$ cat src/rtl/core/gtm_pkg.sv
// ----------------------------------------------------------------------------
// gtm_pkg
// Shared widths, constants, types and the sample scaling function of the
// gyro to mouse report block.
// ----------------------------------------------------------------------------
package gtm_pkg;

    // Field widths
    localparam int SAMPLE_W    = 8;
    localparam int MOVE_W      = 8;
    localparam int BTN_W       = 2;
    localparam int DEADBAND_W  = 4;
    localparam int OFFSET_W    = 8;
    localparam int CFG_DATA_W  = 8;
    localparam int CFG_IDX_W   = 1;

    localparam int SAMPLE_MAX      = 255;
    localparam int CAL_SAMPLES_DEF = 16;

    localparam logic [DEADBAND_W-1:0] DEADBAND_RESET     = DEADBAND_W'(2);
    localparam logic [OFFSET_W-1:0]   CURVE_OFFSET_RESET = OFFSET_W'(37);

    typedef enum logic [CFG_IDX_W-1:0] {
        CFG_DEADBAND     = 1'b0,
        CFG_CURVE_OFFSET = 1'b1
    } t_cfg_index;

    typedef enum logic {
        PHASE_MOTION = 1'b0,
        PHASE_NULL   = 1'b1
    } t_phase;

    typedef struct packed {
        logic [BTN_W-1:0]         buttons;
        logic signed [MOVE_W-1:0] move_x;
        logic signed [MOVE_W-1:0] move_y;
    } t_motion;

    // Scaling v*255/171 == v*85/57, done as a multiply by a rounded-up
    // reciprocal of 57 folded together with 85.
    localparam int ScaleNum      = 85;
    localparam int ScaleDen      = 57;
    localparam int SCALE_SHIFT   = 21;
    localparam int SCALE_MUL     = ScaleNum * (((1 << SCALE_SHIFT) + ScaleDen - 1) / ScaleDen);
    localparam int SCALE_PROD_W  = SAMPLE_W + 22;
    localparam int SCALE_QUO_W   = SAMPLE_W + 1;

    // Acceleration curve
    localparam int GAIN_W        = 10;
    localparam int PROD_W        = SAMPLE_W + GAIN_W;
    // Divide by 80: shift by 4, then divide by 5 through a reciprocal
    localparam int DIV_PRE_SHIFT = 4;
    localparam int Div5Den       = 5;
    localparam int DIV5_SHIFT    = 16;
    localparam int DIV5_MUL      = ((1 << DIV5_SHIFT) + Div5Den - 1) / Div5Den;
    localparam int QIN_W         = PROD_W - DIV_PRE_SHIFT;
    localparam int QMUL_W        = 28;
    localparam int QUO_W         = 11;
    localparam int MOVE_POS_LIM  = 127;
    localparam int MOVE_NEG_LIM  = 128;

    localparam logic signed [MOVE_W-1:0] MOVE_POS_SAT = {1'b0, {(MOVE_W-1){1'b1}}};
    localparam logic signed [MOVE_W-1:0] MOVE_NEG_SAT = {1'b1, {(MOVE_W-1){1'b0}}};

    function automatic logic [SAMPLE_W-1:0] scale_sample(input logic [SAMPLE_W-1:0] v);
        logic [SCALE_PROD_W-1:0] prod;
        logic [SCALE_QUO_W-1:0]  quo;
        prod = SCALE_PROD_W'(v) * SCALE_PROD_W'(SCALE_MUL);
        quo  = prod[SCALE_SHIFT +: SCALE_QUO_W];
        // saturate readings above full scale
        return (quo > SCALE_QUO_W'(SAMPLE_MAX)) ? {SAMPLE_W{1'b1}} : quo[SAMPLE_W-1:0];
    endfunction

endpackage

$ cat src/rtl/core/gtm_sample_if.sv
// ----------------------------------------------------------------------------
// gtm_sample_if
// Valid/ready channel carrying one raw gyro sample and the button pins.
// ----------------------------------------------------------------------------
interface gtm_sample_if;
    import gtm_pkg::*;

    logic                valid;
    logic                ready;
    logic [SAMPLE_W-1:0] x_sample;
    logic [SAMPLE_W-1:0] y_sample;
    logic                left_pin;
    logic                right_pin;

    modport source (output valid, x_sample, y_sample, left_pin, right_pin, input ready);
    modport sink   (input valid, x_sample, y_sample, left_pin, right_pin, output ready);
endinterface

$ cat src/rtl/core/gtm_report_if.sv
// ----------------------------------------------------------------------------
// gtm_report_if
// Valid/ready channel carrying one mouse report.
// ----------------------------------------------------------------------------
interface gtm_report_if;
    import gtm_pkg::*;

    logic                     valid;
    logic                     ready;
    logic [BTN_W-1:0]         buttons;
    logic signed [MOVE_W-1:0] move_x;
    logic signed [MOVE_W-1:0] move_y;
    logic                     last;

    modport source (output valid, buttons, move_x, move_y, last, input ready);
    modport sink   (input valid, buttons, move_x, move_y, last, output ready);
endinterface

$ cat src/rtl/core/gtm_calib.sv
// ----------------------------------------------------------------------------
// gtm_calib
// Sums the first CAL_SAMPLES scaled samples per axis and loads the averaged
// baselines in the cycle after the last of them is taken.
// ----------------------------------------------------------------------------
module gtm_calib #(
    parameter int CAL_SAMPLES = gtm_pkg::CAL_SAMPLES_DEF
) (
    input  logic                          i_clk,
    input  logic                          i_rst_n,
    input  logic                          i_accept,
    input  logic [gtm_pkg::SAMPLE_W-1:0]  i_x_scaled,
    input  logic [gtm_pkg::SAMPLE_W-1:0]  i_y_scaled,
    output logic                          o_cal_done,
    output logic [gtm_pkg::SAMPLE_W-1:0]  o_x_baseline,
    output logic [gtm_pkg::SAMPLE_W-1:0]  o_y_baseline
);
    import gtm_pkg::*;

    localparam int CNT_W     = $clog2(CAL_SAMPLES + 1);
    localparam int ACC_W     = $clog2(SAMPLE_MAX * CAL_SAMPLES + 1);
    localparam int DIV_SHIFT = ACC_W + $clog2(CAL_SAMPLES);
    localparam longint unsigned RECIP =
        ((64'd1 << DIV_SHIFT) + 64'(CAL_SAMPLES) - 64'd1) / 64'(CAL_SAMPLES);
    localparam int RECIP_W   = ACC_W + 1;
    localparam int MUL_W     = ACC_W + RECIP_W;

    logic [CNT_W-1:0]    r_count;
    logic [ACC_W-1:0]    r_x_acc;
    logic [ACC_W-1:0]    r_y_acc;
    logic                r_base_ld;
    logic [SAMPLE_W-1:0] r_x_base;
    logic [SAMPLE_W-1:0] r_y_base;

    logic                w_take;
    logic [MUL_W-1:0]    w_x_prod;
    logic [MUL_W-1:0]    w_y_prod;

    assign o_cal_done = (r_count == CNT_W'(CAL_SAMPLES));
    assign w_take     = i_accept && !o_cal_done;

    // floor(sum / CAL_SAMPLES) through a rounded-up reciprocal
    assign w_x_prod = MUL_W'(r_x_acc) * MUL_W'(RECIP_W'(RECIP));
    assign w_y_prod = MUL_W'(r_y_acc) * MUL_W'(RECIP_W'(RECIP));

    always_ff @(posedge i_clk) begin
        if (!i_rst_n) begin
            r_count   <= '0;
            r_x_acc   <= '0;
            r_y_acc   <= '0;
            r_base_ld <= 1'b0;
            r_x_base  <= '0;
            r_y_base  <= '0;
        end else begin
            r_base_ld <= w_take && (r_count == CNT_W'(CAL_SAMPLES - 1));
            if (w_take) begin
                r_count <= r_count + CNT_W'(1);
                r_x_acc <= r_x_acc + ACC_W'(i_x_scaled);
                r_y_acc <= r_y_acc + ACC_W'(i_y_scaled);
            end
            if (r_base_ld) begin
                r_x_base <= w_x_prod[DIV_SHIFT +: SAMPLE_W];
                r_y_base <= w_y_prod[DIV_SHIFT +: SAMPLE_W];
            end
        end
    end

    assign o_x_baseline = r_x_base;
    assign o_y_baseline = r_y_base;

endmodule

$ cat src/rtl/core/gtm_axis_curve.sv
// ----------------------------------------------------------------------------
// gtm_axis_curve
// One motion axis: delta, deadband and gain product are registered, then
// the product is divided by 80 and saturated to a signed byte.
// ----------------------------------------------------------------------------
module gtm_axis_curve (
    input  logic                                i_clk,
    input  logic                                i_ld,
    input  logic [gtm_pkg::SAMPLE_W-1:0]        i_minuend,
    input  logic [gtm_pkg::SAMPLE_W-1:0]        i_subtrahend,
    input  logic [gtm_pkg::DEADBAND_W-1:0]      i_deadband,
    input  logic [gtm_pkg::OFFSET_W-1:0]        i_curve_offset,
    output logic signed [gtm_pkg::MOVE_W-1:0]   o_move
);
    import gtm_pkg::*;

    logic [SAMPLE_W:0]   w_delta;
    logic [SAMPLE_W:0]   w_abs;
    logic                w_neg;
    logic [SAMPLE_W-1:0] w_mag;
    logic                w_dead;
    logic [GAIN_W-1:0]   w_tri;
    logic [GAIN_W-1:0]   w_gain;
    logic [PROD_W-1:0]   w_prod;

    logic [PROD_W-1:0]   r_prod;
    logic                r_neg;
    logic                r_dead;

    logic [QIN_W-1:0]    w_qin;
    logic [QMUL_W-1:0]   w_qmul;
    logic [QUO_W-1:0]    w_quo;
    logic [MOVE_W-1:0]   w_low;
    logic [MOVE_W-1:0]   w_low_neg;

    assign w_delta = {1'b0, i_minuend} - {1'b0, i_subtrahend};
    assign w_neg   = w_delta[SAMPLE_W];
    assign w_abs   = w_neg ? (~w_delta + (SAMPLE_W+1)'(1)) : w_delta;
    assign w_mag   = w_abs[SAMPLE_W-1:0];
    assign w_dead  = ({{(SAMPLE_W-DEADBAND_W){1'b0}}, i_deadband} >= w_mag);

    // gain = floor(3*|d|/2) + offset
    assign w_tri  = {2'b00, w_mag} + {1'b0, w_mag, 1'b0};
    assign w_gain = GAIN_W'(w_tri[GAIN_W-1:1]) + GAIN_W'(i_curve_offset);
    assign w_prod = PROD_W'(w_mag) * PROD_W'(w_gain);

    always_ff @(posedge i_clk) begin
        if (i_ld) begin
            r_prod <= w_prod;
            r_neg  <= w_neg;
            r_dead <= w_dead;
        end
    end

    // magnitude / 80, sign applied afterward gives truncation toward zero
    assign w_qin     = r_prod[PROD_W-1:DIV_PRE_SHIFT];
    assign w_qmul    = QMUL_W'(w_qin) * QMUL_W'(DIV5_MUL);
    assign w_quo     = w_qmul[DIV5_SHIFT +: QUO_W];
    assign w_low     = w_quo[MOVE_W-1:0];
    assign w_low_neg = ~w_low + MOVE_W'(1);

    always_comb begin
        if (r_dead) begin
            o_move = '0;
        end else if (r_neg) begin
            o_move = (w_quo > QUO_W'(MOVE_NEG_LIM)) ? MOVE_NEG_SAT : $signed(w_low_neg);
        end else begin
            o_move = (w_quo > QUO_W'(MOVE_POS_LIM)) ? MOVE_POS_SAT : $signed(w_low);
        end
    end

endmodule

$ cat src/rtl/core/gtm_report.sv
// ----------------------------------------------------------------------------
// gtm_report
// Output register: emits the motion report of an item, then its null
// report, and releases the item after the second one is loaded.
// ----------------------------------------------------------------------------
module gtm_report (
    input  logic             i_clk,
    input  logic             i_rst_n,
    input  logic             i_valid,
    input  gtm_pkg::t_motion i_motion,
    output logic             o_take,
    gtm_report_if.source     o_report
);
    import gtm_pkg::*;

    t_phase                   r_phase;
    t_phase                   n_phase;
    logic                     r_ov;
    logic [BTN_W-1:0]         r_buttons;
    logic signed [MOVE_W-1:0] r_move_x;
    logic signed [MOVE_W-1:0] r_move_y;
    logic                     r_last;

    logic [BTN_W-1:0]         n_buttons;
    logic signed [MOVE_W-1:0] n_move_x;
    logic signed [MOVE_W-1:0] n_move_y;
    logic                     n_last;
    logic                     w_load;

    assign w_load = i_valid && (!r_ov || o_report.ready);
    assign o_take = w_load && (r_phase == PHASE_NULL);

    always_comb begin
        n_phase = r_phase;
        if (w_load) begin
            unique case (r_phase)
                PHASE_MOTION: n_phase = PHASE_NULL;
                PHASE_NULL:   n_phase = PHASE_MOTION;
            endcase
        end
    end

    always_comb begin
        n_buttons = i_motion.buttons;
        unique case (r_phase)
            PHASE_MOTION: begin
                n_move_x = i_motion.move_x;
                n_move_y = i_motion.move_y;
                n_last   = 1'b0;
            end
            PHASE_NULL: begin
                n_move_x = '0;
                n_move_y = '0;
                n_last   = 1'b1;
            end
        endcase
    end

    always_ff @(posedge i_clk) begin
        if (!i_rst_n) begin
            r_phase <= PHASE_MOTION;
            r_ov    <= 1'b0;
        end else begin
            r_phase <= n_phase;
            if (w_load) begin
                r_ov <= 1'b1;
            end else if (o_report.ready) begin
                r_ov <= 1'b0;
            end
        end
    end

    always_ff @(posedge i_clk) begin
        if (w_load) begin
            r_buttons <= n_buttons;
            r_move_x  <= n_move_x;
            r_move_y  <= n_move_y;
            r_last    <= n_last;
        end
    end

    assign o_report.valid   = r_ov;
    assign o_report.buttons = r_buttons;
    assign o_report.move_x  = r_move_x;
    assign o_report.move_y  = r_move_y;
    assign o_report.last    = r_last;

endmodule

$ cat src/rtl/core/gyro_to_mouse_report.sv
// ----------------------------------------------------------------------------
// gyro_to_mouse_report
// An item's motion report passes from the sample register through the curve
// product register into the report register; its null report follows once
// the sink takes it. Each item after calibration gives two reports on the
// single report port; new items can be taken while older ones are in flight.
// Calibration items are always accepted. Reset: deadband 2, curve offset 37,
// calibration restarts, and the first CAL_SAMPLES items produce no reports.
// ----------------------------------------------------------------------------
module gyro_to_mouse_report #(
    parameter int CAL_SAMPLES = gtm_pkg::CAL_SAMPLES_DEF
) (
    input  logic                            i_clk,
    input  logic                            i_rst_n,
    gtm_sample_if.sink                      i_sample,
    gtm_report_if.source                    o_report,
    input  logic                            i_cfg_we,
    input  logic [gtm_pkg::CFG_IDX_W-1:0]   i_cfg_index,
    input  logic [gtm_pkg::CFG_DATA_W-1:0]  i_cfg_data
);
    import gtm_pkg::*;

    logic [DEADBAND_W-1:0] r_deadband;
    logic [OFFSET_W-1:0]   r_curve_offset;

    logic                  r_v1;
    logic [SAMPLE_W-1:0]   r_sx;
    logic [SAMPLE_W-1:0]   r_sy;
    logic [BTN_W-1:0]      r_btn1;
    logic                  r_v2;
    logic [BTN_W-1:0]      r_btn2;

    logic [SAMPLE_W-1:0]   w_sx;
    logic [SAMPLE_W-1:0]   w_sy;
    logic                  w_accept;
    logic                  w_cal_done;
    logic [SAMPLE_W-1:0]   w_x_base;
    logic [SAMPLE_W-1:0]   w_y_base;
    logic                  w_adv1;
    logic                  w_adv2;
    t_motion               w_motion;

    always_ff @(posedge i_clk) begin
        if (!i_rst_n) begin
            r_deadband     <= DEADBAND_RESET;
            r_curve_offset <= CURVE_OFFSET_RESET;
        end else if (i_cfg_we) begin
            unique case (t_cfg_index'(i_cfg_index))
                CFG_DEADBAND:     r_deadband     <= i_cfg_data[DEADBAND_W-1:0];
                CFG_CURVE_OFFSET: r_curve_offset <= i_cfg_data[OFFSET_W-1:0];
            endcase
        end
    end

    assign w_sx = scale_sample(i_sample.x_sample);
    assign w_sy = scale_sample(i_sample.y_sample);

    assign w_adv1         = r_v1 && (!r_v2 || w_adv2);
    assign i_sample.ready = !r_v1 || w_adv1;
    assign w_accept       = i_sample.valid && i_sample.ready;

    gtm_calib #(
        .CAL_SAMPLES (CAL_SAMPLES)
    ) u_calib (
        .i_clk        (i_clk),
        .i_rst_n      (i_rst_n),
        .i_accept     (w_accept),
        .i_x_scaled   (w_sx),
        .i_y_scaled   (w_sy),
        .o_cal_done   (w_cal_done),
        .o_x_baseline (w_x_base),
        .o_y_baseline (w_y_base)
    );

    // calibration items are consumed without entering the pipeline
    always_ff @(posedge i_clk) begin
        if (!i_rst_n) begin
            r_v1 <= 1'b0;
            r_v2 <= 1'b0;
        end else begin
            if (w_accept && w_cal_done) begin
                r_v1 <= 1'b1;
            end else if (w_adv1) begin
                r_v1 <= 1'b0;
            end
            if (w_adv1) begin
                r_v2 <= 1'b1;
            end else if (w_adv2) begin
                r_v2 <= 1'b0;
            end
        end
    end

    always_ff @(posedge i_clk) begin
        if (w_accept) begin
            r_sx   <= w_sx;
            r_sy   <= w_sy;
            r_btn1 <= {~i_sample.right_pin, ~i_sample.left_pin};
        end
        if (w_adv1) begin
            r_btn2 <= r_btn1;
        end
    end

    gtm_axis_curve u_axis_x (
        .i_clk          (i_clk),
        .i_ld           (w_adv1),
        .i_minuend      (r_sx),
        .i_subtrahend   (w_x_base),
        .i_deadband     (r_deadband),
        .i_curve_offset (r_curve_offset),
        .o_move         (w_motion.move_x)
    );

    // Y is reported negated: baseline minus sample
    gtm_axis_curve u_axis_y (
        .i_clk          (i_clk),
        .i_ld           (w_adv1),
        .i_minuend      (w_y_base),
        .i_subtrahend   (r_sy),
        .i_deadband     (r_deadband),
        .i_curve_offset (r_curve_offset),
        .o_move         (w_motion.move_y)
    );

    assign w_motion.buttons = r_btn2;

    gtm_report u_report (
        .i_clk    (i_clk),
        .i_rst_n  (i_rst_n),
        .i_valid  (r_v2),
        .i_motion (w_motion),
        .o_take   (w_adv2),
        .o_report (o_report)
    );

`ifndef NO_ASSERTIONS
    a_null_follows_motion: assert property (@(posedge i_clk) disable iff (!i_rst_n)
        o_report.valid && o_report.ready && !o_report.last
        |=> o_report.valid && o_report.last)
        else $error("null report did not follow motion report");

    a_null_keeps_buttons: assert property (@(posedge i_clk) disable iff (!i_rst_n)
        o_report.valid && o_report.ready && !o_report.last
        |=> o_report.buttons == $past(o_report.buttons))
        else $error("null report buttons differ from motion report");

    a_empty_during_cal: assert property (@(posedge i_clk) disable iff (!i_rst_n)
        !w_cal_done |-> !r_v1 && !r_v2)
        else $error("item in pipeline before calibration finished");
`endif

endmodule

$ cat src/flat_wrapper.sv
// flat-port wrapper written by rule: the top's interface ports become plain ports
module gyro_to_mouse_report_flat import gtm_pkg::*;
#(
    parameter int CAL_SAMPLES = gtm_pkg::CAL_SAMPLES_DEF
)
  (i_clk, i_rst_n, i_cfg_we, i_cfg_index, i_cfg_data, i_sample_valid, i_sample_x_sample, i_sample_y_sample, i_sample_left_pin, i_sample_right_pin, i_sample_ready, o_report_valid, o_report_buttons, o_report_move_x, o_report_move_y, o_report_last, o_report_ready);
  gtm_sample_if i_sample_i ();
  gtm_report_if o_report_i ();
  input  logic i_clk;
  input  logic i_rst_n;
  input  logic i_cfg_we;
  input  logic [gtm_pkg::CFG_IDX_W-1:0] i_cfg_index;
  input  logic [gtm_pkg::CFG_DATA_W-1:0] i_cfg_data;
  input wire logic [$bits(i_sample_i.valid)-1:0] i_sample_valid;
  input wire logic [$bits(i_sample_i.x_sample)-1:0] i_sample_x_sample;
  input wire logic [$bits(i_sample_i.y_sample)-1:0] i_sample_y_sample;
  input wire logic [$bits(i_sample_i.left_pin)-1:0] i_sample_left_pin;
  input wire logic [$bits(i_sample_i.right_pin)-1:0] i_sample_right_pin;
  output wire logic [$bits(i_sample_i.ready)-1:0] i_sample_ready;
  output wire logic [$bits(o_report_i.valid)-1:0] o_report_valid;
  output wire logic [$bits(o_report_i.buttons)-1:0] o_report_buttons;
  output wire logic [$bits(o_report_i.move_x)-1:0] o_report_move_x;
  output wire logic [$bits(o_report_i.move_y)-1:0] o_report_move_y;
  output wire logic [$bits(o_report_i.last)-1:0] o_report_last;
  input wire logic [$bits(o_report_i.ready)-1:0] o_report_ready;
  assign i_sample_i.valid = i_sample_valid;
  assign i_sample_i.x_sample = i_sample_x_sample;
  assign i_sample_i.y_sample = i_sample_y_sample;
  assign i_sample_i.left_pin = i_sample_left_pin;
  assign i_sample_i.right_pin = i_sample_right_pin;
  assign i_sample_ready = i_sample_i.ready;
  assign o_report_valid = o_report_i.valid;
  assign o_report_buttons = o_report_i.buttons;
  assign o_report_move_x = o_report_i.move_x;
  assign o_report_move_y = o_report_i.move_y;
  assign o_report_last = o_report_i.last;
  assign o_report_i.ready = o_report_ready;
  gyro_to_mouse_report #(.CAL_SAMPLES(CAL_SAMPLES)) u_core (.i_clk(i_clk), .i_rst_n(i_rst_n), .i_sample(i_sample_i), .o_report(o_report_i), .i_cfg_we(i_cfg_we), .i_cfg_index(i_cfg_index), .i_cfg_data(i_cfg_data));
endmodule
$ cat config.mk
export PLATFORM = sky130hd
export DESIGN_NAME = gyro_to_mouse_report_flat
export DESIGN_NICKNAME = d
export VERILOG_FILES = /design/src/rtl/core/gtm_pkg.sv /design/src/rtl/core/gtm_sample_if.sv /design/src/rtl/core/gtm_report_if.sv /design/src/rtl/core/gtm_calib.sv /design/src/rtl/core/gtm_axis_curve.sv /design/src/rtl/core/gtm_report.sv /design/src/rtl/core/gyro_to_mouse_report.sv /design/src/flat_wrapper.sv
export SDC_FILE = /design/constraint.sdc
export NUM_CORES = 1
export LEC_CHECK = 0
export BUFFER_PORTS_ARGS = -buffer_cell sky130_fd_sc_hd__buf_2
export CORE_ASPECT_RATIO = 2
export CORE_MARGIN = 2
export CORE_UTILIZATION = 56
export CTS_CLUSTER_DIAMETER = 120
export CTS_CLUSTER_SIZE = 30
export DETAILED_ROUTE_END_ITERATION = 10
export GPL_ROUTABILITY_DRIVEN = 0
export HOLD_SLACK_MARGIN = 0.03
export PLACE_DENSITY = 0.72
export REMOVE_ABC_BUFFERS = 1
export SLEW_MARGIN = 20
export SYNTH_ARGS = -nofsm -noshare
export SYNTH_HDL_FRONTEND = slang
export SYNTH_HIERARCHICAL = 1
export SYNTH_SLANG_ARGS = --single-unit
$ cat constraint.sdc
create_clock -name i_clk -period 27.4 [get_ports i_clk]
set_clock_uncertainty 0.2 [all_clocks]
set_input_delay 0 -clock i_clk [delete_from_list [all_inputs] [get_ports i_clk]]
set_output_delay 0 -clock i_clk [all_outputs]
set_load 0.02 [all_outputs]
Yosys cells after proc, flatten, opt, wreduce, memory -nomap -nowiden

Cells that the tools add are included.

Register bits after elaboration: 141
Bits in writable memories: 0
Memories: 0
Bits in read-only memories: 0
Latch bits: 0
Logic and storage cells: 104
Output and inout port bits: 21

Bitwise gates (word level): 8
Magnitude comparators: 8
$mul: 6
Add/subtract/negate cells: 13
Div/mod/pow operators: 0
Multiplexer cells: 22
Equality and inequality tests: 2
Shifts and indexed selects: 0
Reduce and logical (&&, ||, !) cells: 19

Operators by type and width:

| kind                                                                  | count |
|---|---|
| 8-bit two-way mux                                                     | 12 |
| 8-bit by 22-bit multiplier with 30-bit output, second input constant  | 2 |
| 14-bit by 12-bit multiplier with 25-bit output, second input constant | 2 |
| 8-bit by 10-bit multiplier with 18-bit output                         | 2 |
| 8-bit by 1-bit adder with 8-bit output, second input constant         | 4 |
| 8-bit inverter                                                        | 4 |
| 8-bit case mux with 2 select lines                                    | 2 |
| 12-bit by 8-bit adder with 12-bit output                              | 2 |
| 11-bit by 7-bit > comparator with 1-bit output, second input constant | 2 |
| 11-bit by 8-bit > comparator with 1-bit output, second input constant | 2 |
| 8-bit by 9-bit adder with 10-bit output                               | 2 |
| 9-bit by 8-bit adder with 10-bit output                               | 2 |
| 9-bit by 8-bit > comparator with 1-bit output, second input constant  | 2 |
| 8-bit by 8-bit subtractor with 9-bit output                           | 2 |
| 4-bit by 8-bit >= comparator with 1-bit output                        | 2 |
| 1-bit logical AND                                                     | 7 |
| 1-bit two-way mux                                                     | 6 |
| 2-bit nonzero test                                                    | 3 |
| 5-bit by 1-bit adder with 5-bit output, second input constant         | 1 |
| 5-bit by 4-bit == test with 1-bit output, second input constant       | 1 |
| 5-bit == test, second input constant                                  | 1 |
| 1-bit logical NOT                                                     | 4 |
| 1-bit inverter                                                        | 4 |
| 1-bit case mux with 2 select lines                                    | 2 |
| other kinds (2)                                                       | 5 |

Logic depth before layout (Yosys ltp)

Depth after elaboration: 10
Mapped depth: 38
Mapped depth without buffers: 38

Cells and area by module

Netlist, hierarchy kept.

Modules (own cells, without submodules):

| module                           | instances | seq. area each (µm²) | area each (µm²) | cells each |
|---|---|---|---|---|
| gtm_axis_curve (u_core.u_axis_y) | 1         | 480.5                | 7796.2          | 873 |
| gtm_axis_curve (u_core.u_axis_x) | 1         | 480.5                | 7763.7          | 873 |
| gyro_to_mouse_report             | 1         | 880.8                | 6797.8          | 705 |
| gtm_calib                        | 1         | 920.9                | 2418.6          | 251 |
| gtm_report                       | 1         | 610.6                | 780.7           | 45 |

Worst setup path before layout

Ideal clock, no wire load.

Kind: reg2reg
Start point: register u_core.r_sy[0]
End point: register u_core.u_axis_y.r_prod[16] (data pin)
Path buffers: 0
Setup time: 0.261 ns
Data required time: 26.939 ns
Slack: 18.525 ns
Period minus slack after synthesis: 8.875 ns
Cell stages (with the launch flop): 35
Arrival time: 8.414 ns
Cells stage by stage: edfxtp_1 -> ha_1 -> fa_1 -> ha_1 -> or4_1 -> a21oi_1 -> a21o_1 -> nor2_1 -> ha_1 -> inv_1 -> fa_1 -> fa_1 -> nor2b_1 -> o21ai_0 -> a21boi_0 -> o21ai_0 -> nor2b_1 -> o221ai_1 -> nor2_1 -> a31oi_1 -> a21o_1 -> fa_1 -> inv_1 -> fa_1 -> fa_1 -> inv_1 -> fa_1 -> inv_1 -> ha_1 -> a21o_1 -> a21oi_1 -> o21ai_0 -> a21oi_1 -> nor3_1 -> a311o_1

Word-level cells in the longest chain between the ends: 7

Ends and longest elaborated chain:

| element                                           | RTL line                   | source |
|---|---|---|
| start, declared                                   | gyro_to_mouse_report.sv:28 | `logic [SAMPLE_W-1:0] r_sy;` |
| start signal, assigned                            | gyro_to_mouse_report.sv:97 | `r_sy <= w_sy;` |
| 8-bit by 8-bit subtractor with 9-bit output (*)   | gtm_axis_curve.sv:36       | `assign w_delta = {1'b0, i_minuend} - {1'b0, i_subtrahend};` |
| 8-bit inverter                                    | gtm_axis_curve.sv:38       | `assign w_abs = w_neg ? (~w_delta + (SAMPLE_W+1)'(1)) : w_delta;` |
| 8-bit by 1-bit adder with 8-bit output            | gtm_axis_curve.sv:38       |  |
| 8-bit two-way mux (*)                             | gtm_axis_curve.sv:38       |  |
| 8-bit by 9-bit adder with 10-bit output           | gtm_axis_curve.sv:43       | `assign w_tri = {2'b00, w_mag} + {1'b0, w_mag, 1'b0};` |
| 9-bit by 8-bit adder with 10-bit output           | gtm_axis_curve.sv:44       | `assign w_gain = GAIN_W'(w_tri[GAIN_W-1:1]) + GAIN_W'(i_curve_offset);` |
| 8-bit by 10-bit multiplier with 18-bit output (*) | gtm_axis_curve.sv:45       | `assign w_prod = PROD_W'(w_mag) * PROD_W'(w_gain);` |
| net u_core.u_axis_y.w_prod[16]                    | gtm_axis_curve.sv:24       | `logic [PROD_W-1:0] w_prod;` |
| end signal, assigned                              | gtm_axis_curve.sv:49       | `r_prod <= w_prod;` |
| end, declared                                     | gtm_axis_curve.sv:26       | `logic [PROD_W-1:0] r_prod;` |

The timed path passes the listed nets; every way through them passes the cells marked *.
A chain may end at the register's enable or synchronous reset.

Worst setup path after layout

Start point: register u_core.u_calib.r_y_base[0], in the netlist u_core/u_calib/o_y_baseline[0]
End point: register u_core.u_axis_y.r_prod[16] (data pin)

Word-level cells in the longest chain between the ends: 7

Ends and longest elaborated chain:

| element                                           | RTL line             | source |
|---|---|---|
| start, declared                                   | gtm_calib.sv:33      | `logic [SAMPLE_W-1:0] r_y_base;` |
| start signal, assigned                            | gtm_calib.sv:63      | `r_y_base <= w_y_prod[DIV_SHIFT +: SAMPLE_W];` |
| 8-bit by 8-bit subtractor with 9-bit output (*)   | gtm_axis_curve.sv:36 |  |
| 8-bit inverter                                    | gtm_axis_curve.sv:38 |  |
| 8-bit by 1-bit adder with 8-bit output            | gtm_axis_curve.sv:38 |  |
| 8-bit two-way mux (*)                             | gtm_axis_curve.sv:38 |  |
| 8-bit by 9-bit adder with 10-bit output           | gtm_axis_curve.sv:43 |  |
| 9-bit by 8-bit adder with 10-bit output           | gtm_axis_curve.sv:44 |  |
| 8-bit by 10-bit multiplier with 18-bit output (*) | gtm_axis_curve.sv:45 |  |
| net u_core.u_axis_y.w_prod[16]                    | gtm_axis_curve.sv:24 |  |

Marked as above.

==> results.ini <==
[outcome]
status=finished, final reports clean

[finish]
multiInputGateArea_sq_mm=0.0200
fillers=3799
syn_to_final_growth_pct=6.77
fin_nets=3612
diodes=0
regArea_sq_mm=0.00337
layout-drive-gt1-share_pct=6.06

[clock_network]
cts_setup_buffers=0
clockBufferDepth=2
cts_made_buffers=17
clk_pin_slew_ps=60
root_buffer=clkbuf_16
h-tree-depth=4
cts_sinks=133
clock_latency_ps=440
cts_tree=yes

[drt]
routedWlPerCell_microns=18.4
drtIter0Drc=783
met1Wirelength_mm=19.9
finalWirelength_mm=62.6
vias=20000
vias_per_cell=5.90
drc=0
wl_met3_mm=1.45
routed.top_layer=met4
postRouteAntennaNets=0
met2WireLength_mm=37.0
first_pass_iters=7

[worst_setup_path]
crit_top_cell=fa_1
end_kind=flip-flop
crit_path_max_fanout=8
crit_slowest_cell=xnor2_1
crit_arrival_ps=10200
cp_slowest_stage_delay_ps=660
worstPathRequired_ps=27380
critical_path_class=reg -> reg
cp-start-kind=flip-flop

[yosys]
synthDistinctLibCells=117
netlist_area_sq_mm=0.0256
synth_edf_count=71
yosysMostFrequentCell=inv_1
synth.ff_latch_count=133
ys_async_sr_fraction_pct=0
ys_top_cells_by_area=fa_1, ha_1, edfxtp_1
synth_area_per_cell_sq_um=9.30
yosys_warnings=6
yosysSeqAreaShare_pct=13.2
netlist.area_leader.share_pct=23.3
synth_ff_type=edfxtp_1
synthCells=2747
ys_top_cells_by_count=inv_1, ha_1, fa_1
yosysTopAreaCell=fa_1

[floorplanning]
die_area_sq_mm=0.0475
die_h_microns=306
core_area_sq_mm=0.0450
rows=110
initial_core_util_pct=56.8
die_x_microns=155
ios=53

[timing]
hold_viol_final=0
rsz0062_at_grt=false
relSlewSlack_pct=29.6
report.final.slew_viol_count=0
fin_crit_sh_pct=37.3
setup_violations=0
worst_slew_pin_slew_ps=1030
fmax_mhz=97.9
setup_tns_ps=0
period_needed_ps=10220

[global_route]
antenna_found_initial=0
grt_max_degree=65
grt_pass1_vias=22000
grt_usage_pct=26.9
grt_pass1_wl_mm=102
grt_overflow=0

[min_path]
hold_path_class=in -> reg

[placed_design]
port_buffers=52
hpwl_mm=53.6

[run]
drv_cap=0

-- worst paths after layout --
path | startpoint | to | slack [ps] | cells past startpoint
worst max-delay path | u_core/u_calib/o_y_baseline[0]$_SDFFE_PN0P_ | u_core/u_axis_y/r_prod[16]$_DFFE_PP_ | 17180 | 37
worst min register to register | u_core/r_btn1[1]$_DFFE_PP_ | u_core/r_btn2[1]$_DFFE_PP_ | 230 | 0
worst min-delay path | i_sample_left_pin | u_core/r_btn1[0]$_DFFE_PP_ | 150 | 3
worst max register to register | u_core/u_calib/o_y_baseline[0]$_SDFFE_PN0P_ | u_core/u_axis_y/r_prod[16]$_DFFE_PP_ | 17180 | 37
-- what timing repair did --
action / CTS / global route
hold endpoints to repair: 54 / 0
hold buffers: 34 / 0
gates resized for setup: 0 / 0
-- state kept, by name (all words and copies together), names as in the netlist, 2 cells and up --
name	count
u_core/u_calib/r_x_acc	12
u_core/r_btn2	2
u_core/r_sy	8
u_core/u_report/o_report.buttons	2
u_core/u_calib/r_count	5
u_core/u_report/o_report.move_x	8
u_core/r_curve_offset	8
u_core/u_calib/o_y_baseline	8
u_core/r_deadband	4
u_core/r_sx	8
u_core/u_calib/r_y_acc	12
u_core/u_axis_y/r_prod	14
u_core/u_calib/o_x_baseline	8
u_core/r_btn1	2
u_core/u_report/o_report.move_y	8
u_core/u_axis_x/r_prod	14
-- stage by stage --
stage | instance area [sq um] | worst slack [ps] | hold WS [ps] | util, % | cells
floorplan | 25400 | 18520 | -138 | - | 2714
global placement | 26400 | 17620 | 26.7 | 58.7 | 3331
detailed placement | 26400 | 17300 | 37.1 | 58.7 | 3331
CTS | 27300 | 17280 | 146 | 60.6 | 3397
global route | 27300 | 16530 | 168 | 60.6 | 3397
finish | 27300 | 17180 | 153 | 60.6 | 3397
-- final cells by class --
class | instances | share of cell area (%)
flip-flops and latches | 133 | 12.4
clock inverters | 7 | 0.151
inverters | 530 | 7.34
clock buffers | 25 | 1.86
multi-input cells | 2051 | 73.4
well taps | 560 | 2.57
repair buffers | 91 | 2.34
-- routing by layer --
| metal | up-vias | track usage (%) |
|---|---|---|
| met5 | - | 0 |
| met3 | 255 | 2.04 |
| met1 | 9814 | 23.2 |
| li1 | 9449 | - |
| met2 | 516 | 56.5 |
| met4 | 0 | 17.4 |
-- layout by cell type (no fill, tap or decap), types with 8 or more instances in the layout --
cell,instances
nand4_1,12
or3_1,16
o21ai_1,19
fa_1,297
edfxtp_1,71
o21ai_0,60
a21o_1,49
nor4_1,18
nor3_1,48
o21a_1,31
ha_1,459
buf_2,52
mux2i_1,28
a31oi_1,18
dfxtp_1,62
o22ai_1,9
clkbuf_16,19
or2_2,8
nand2b_1,20
nor2_1,136
and4_1,8
and3_1,18
and2b_1,9
a21oi_1,105
xor2_1,36
nand3_1,46
a21boi_0,14
dlygate4sd3_1,34
nand2_1,176
a21boi_1,11
o211ai_1,24
o21bai_1,15
and2_1,37
o31ai_1,9
xnor2_1,79
inv_1,524
a211oi_1,19
nor2b_1,49
a21oi_2,9
-- worst max-delay path: cells and delay by family, from the launching register on --
kind,cells,cell delay (ps)
xor gates and xnor gates,2,750
adders and majority gates,9,3750
DFF,1,330
and+or+nand+nor,8,1250
AOI/OAI and AO/OA,13,3080
buffers and inverters,5,600
-- cells by family after synthesis --
logic type	Yosys count	share of synthesized area, %
AOI/OAI and AO/OA	500	14.2
xor gates and xnor gates	121	4.36
adders and majority gates	756	45.7
buffers and inverters	563	8.48
DFF	133	13.2
muxes	31	1.25
and+or+nand+nor	643	12.7
Power is left out: the tool's default activity adds up to more than one toggle a clock period on the data nets, which glitch-free logic cannot reach.
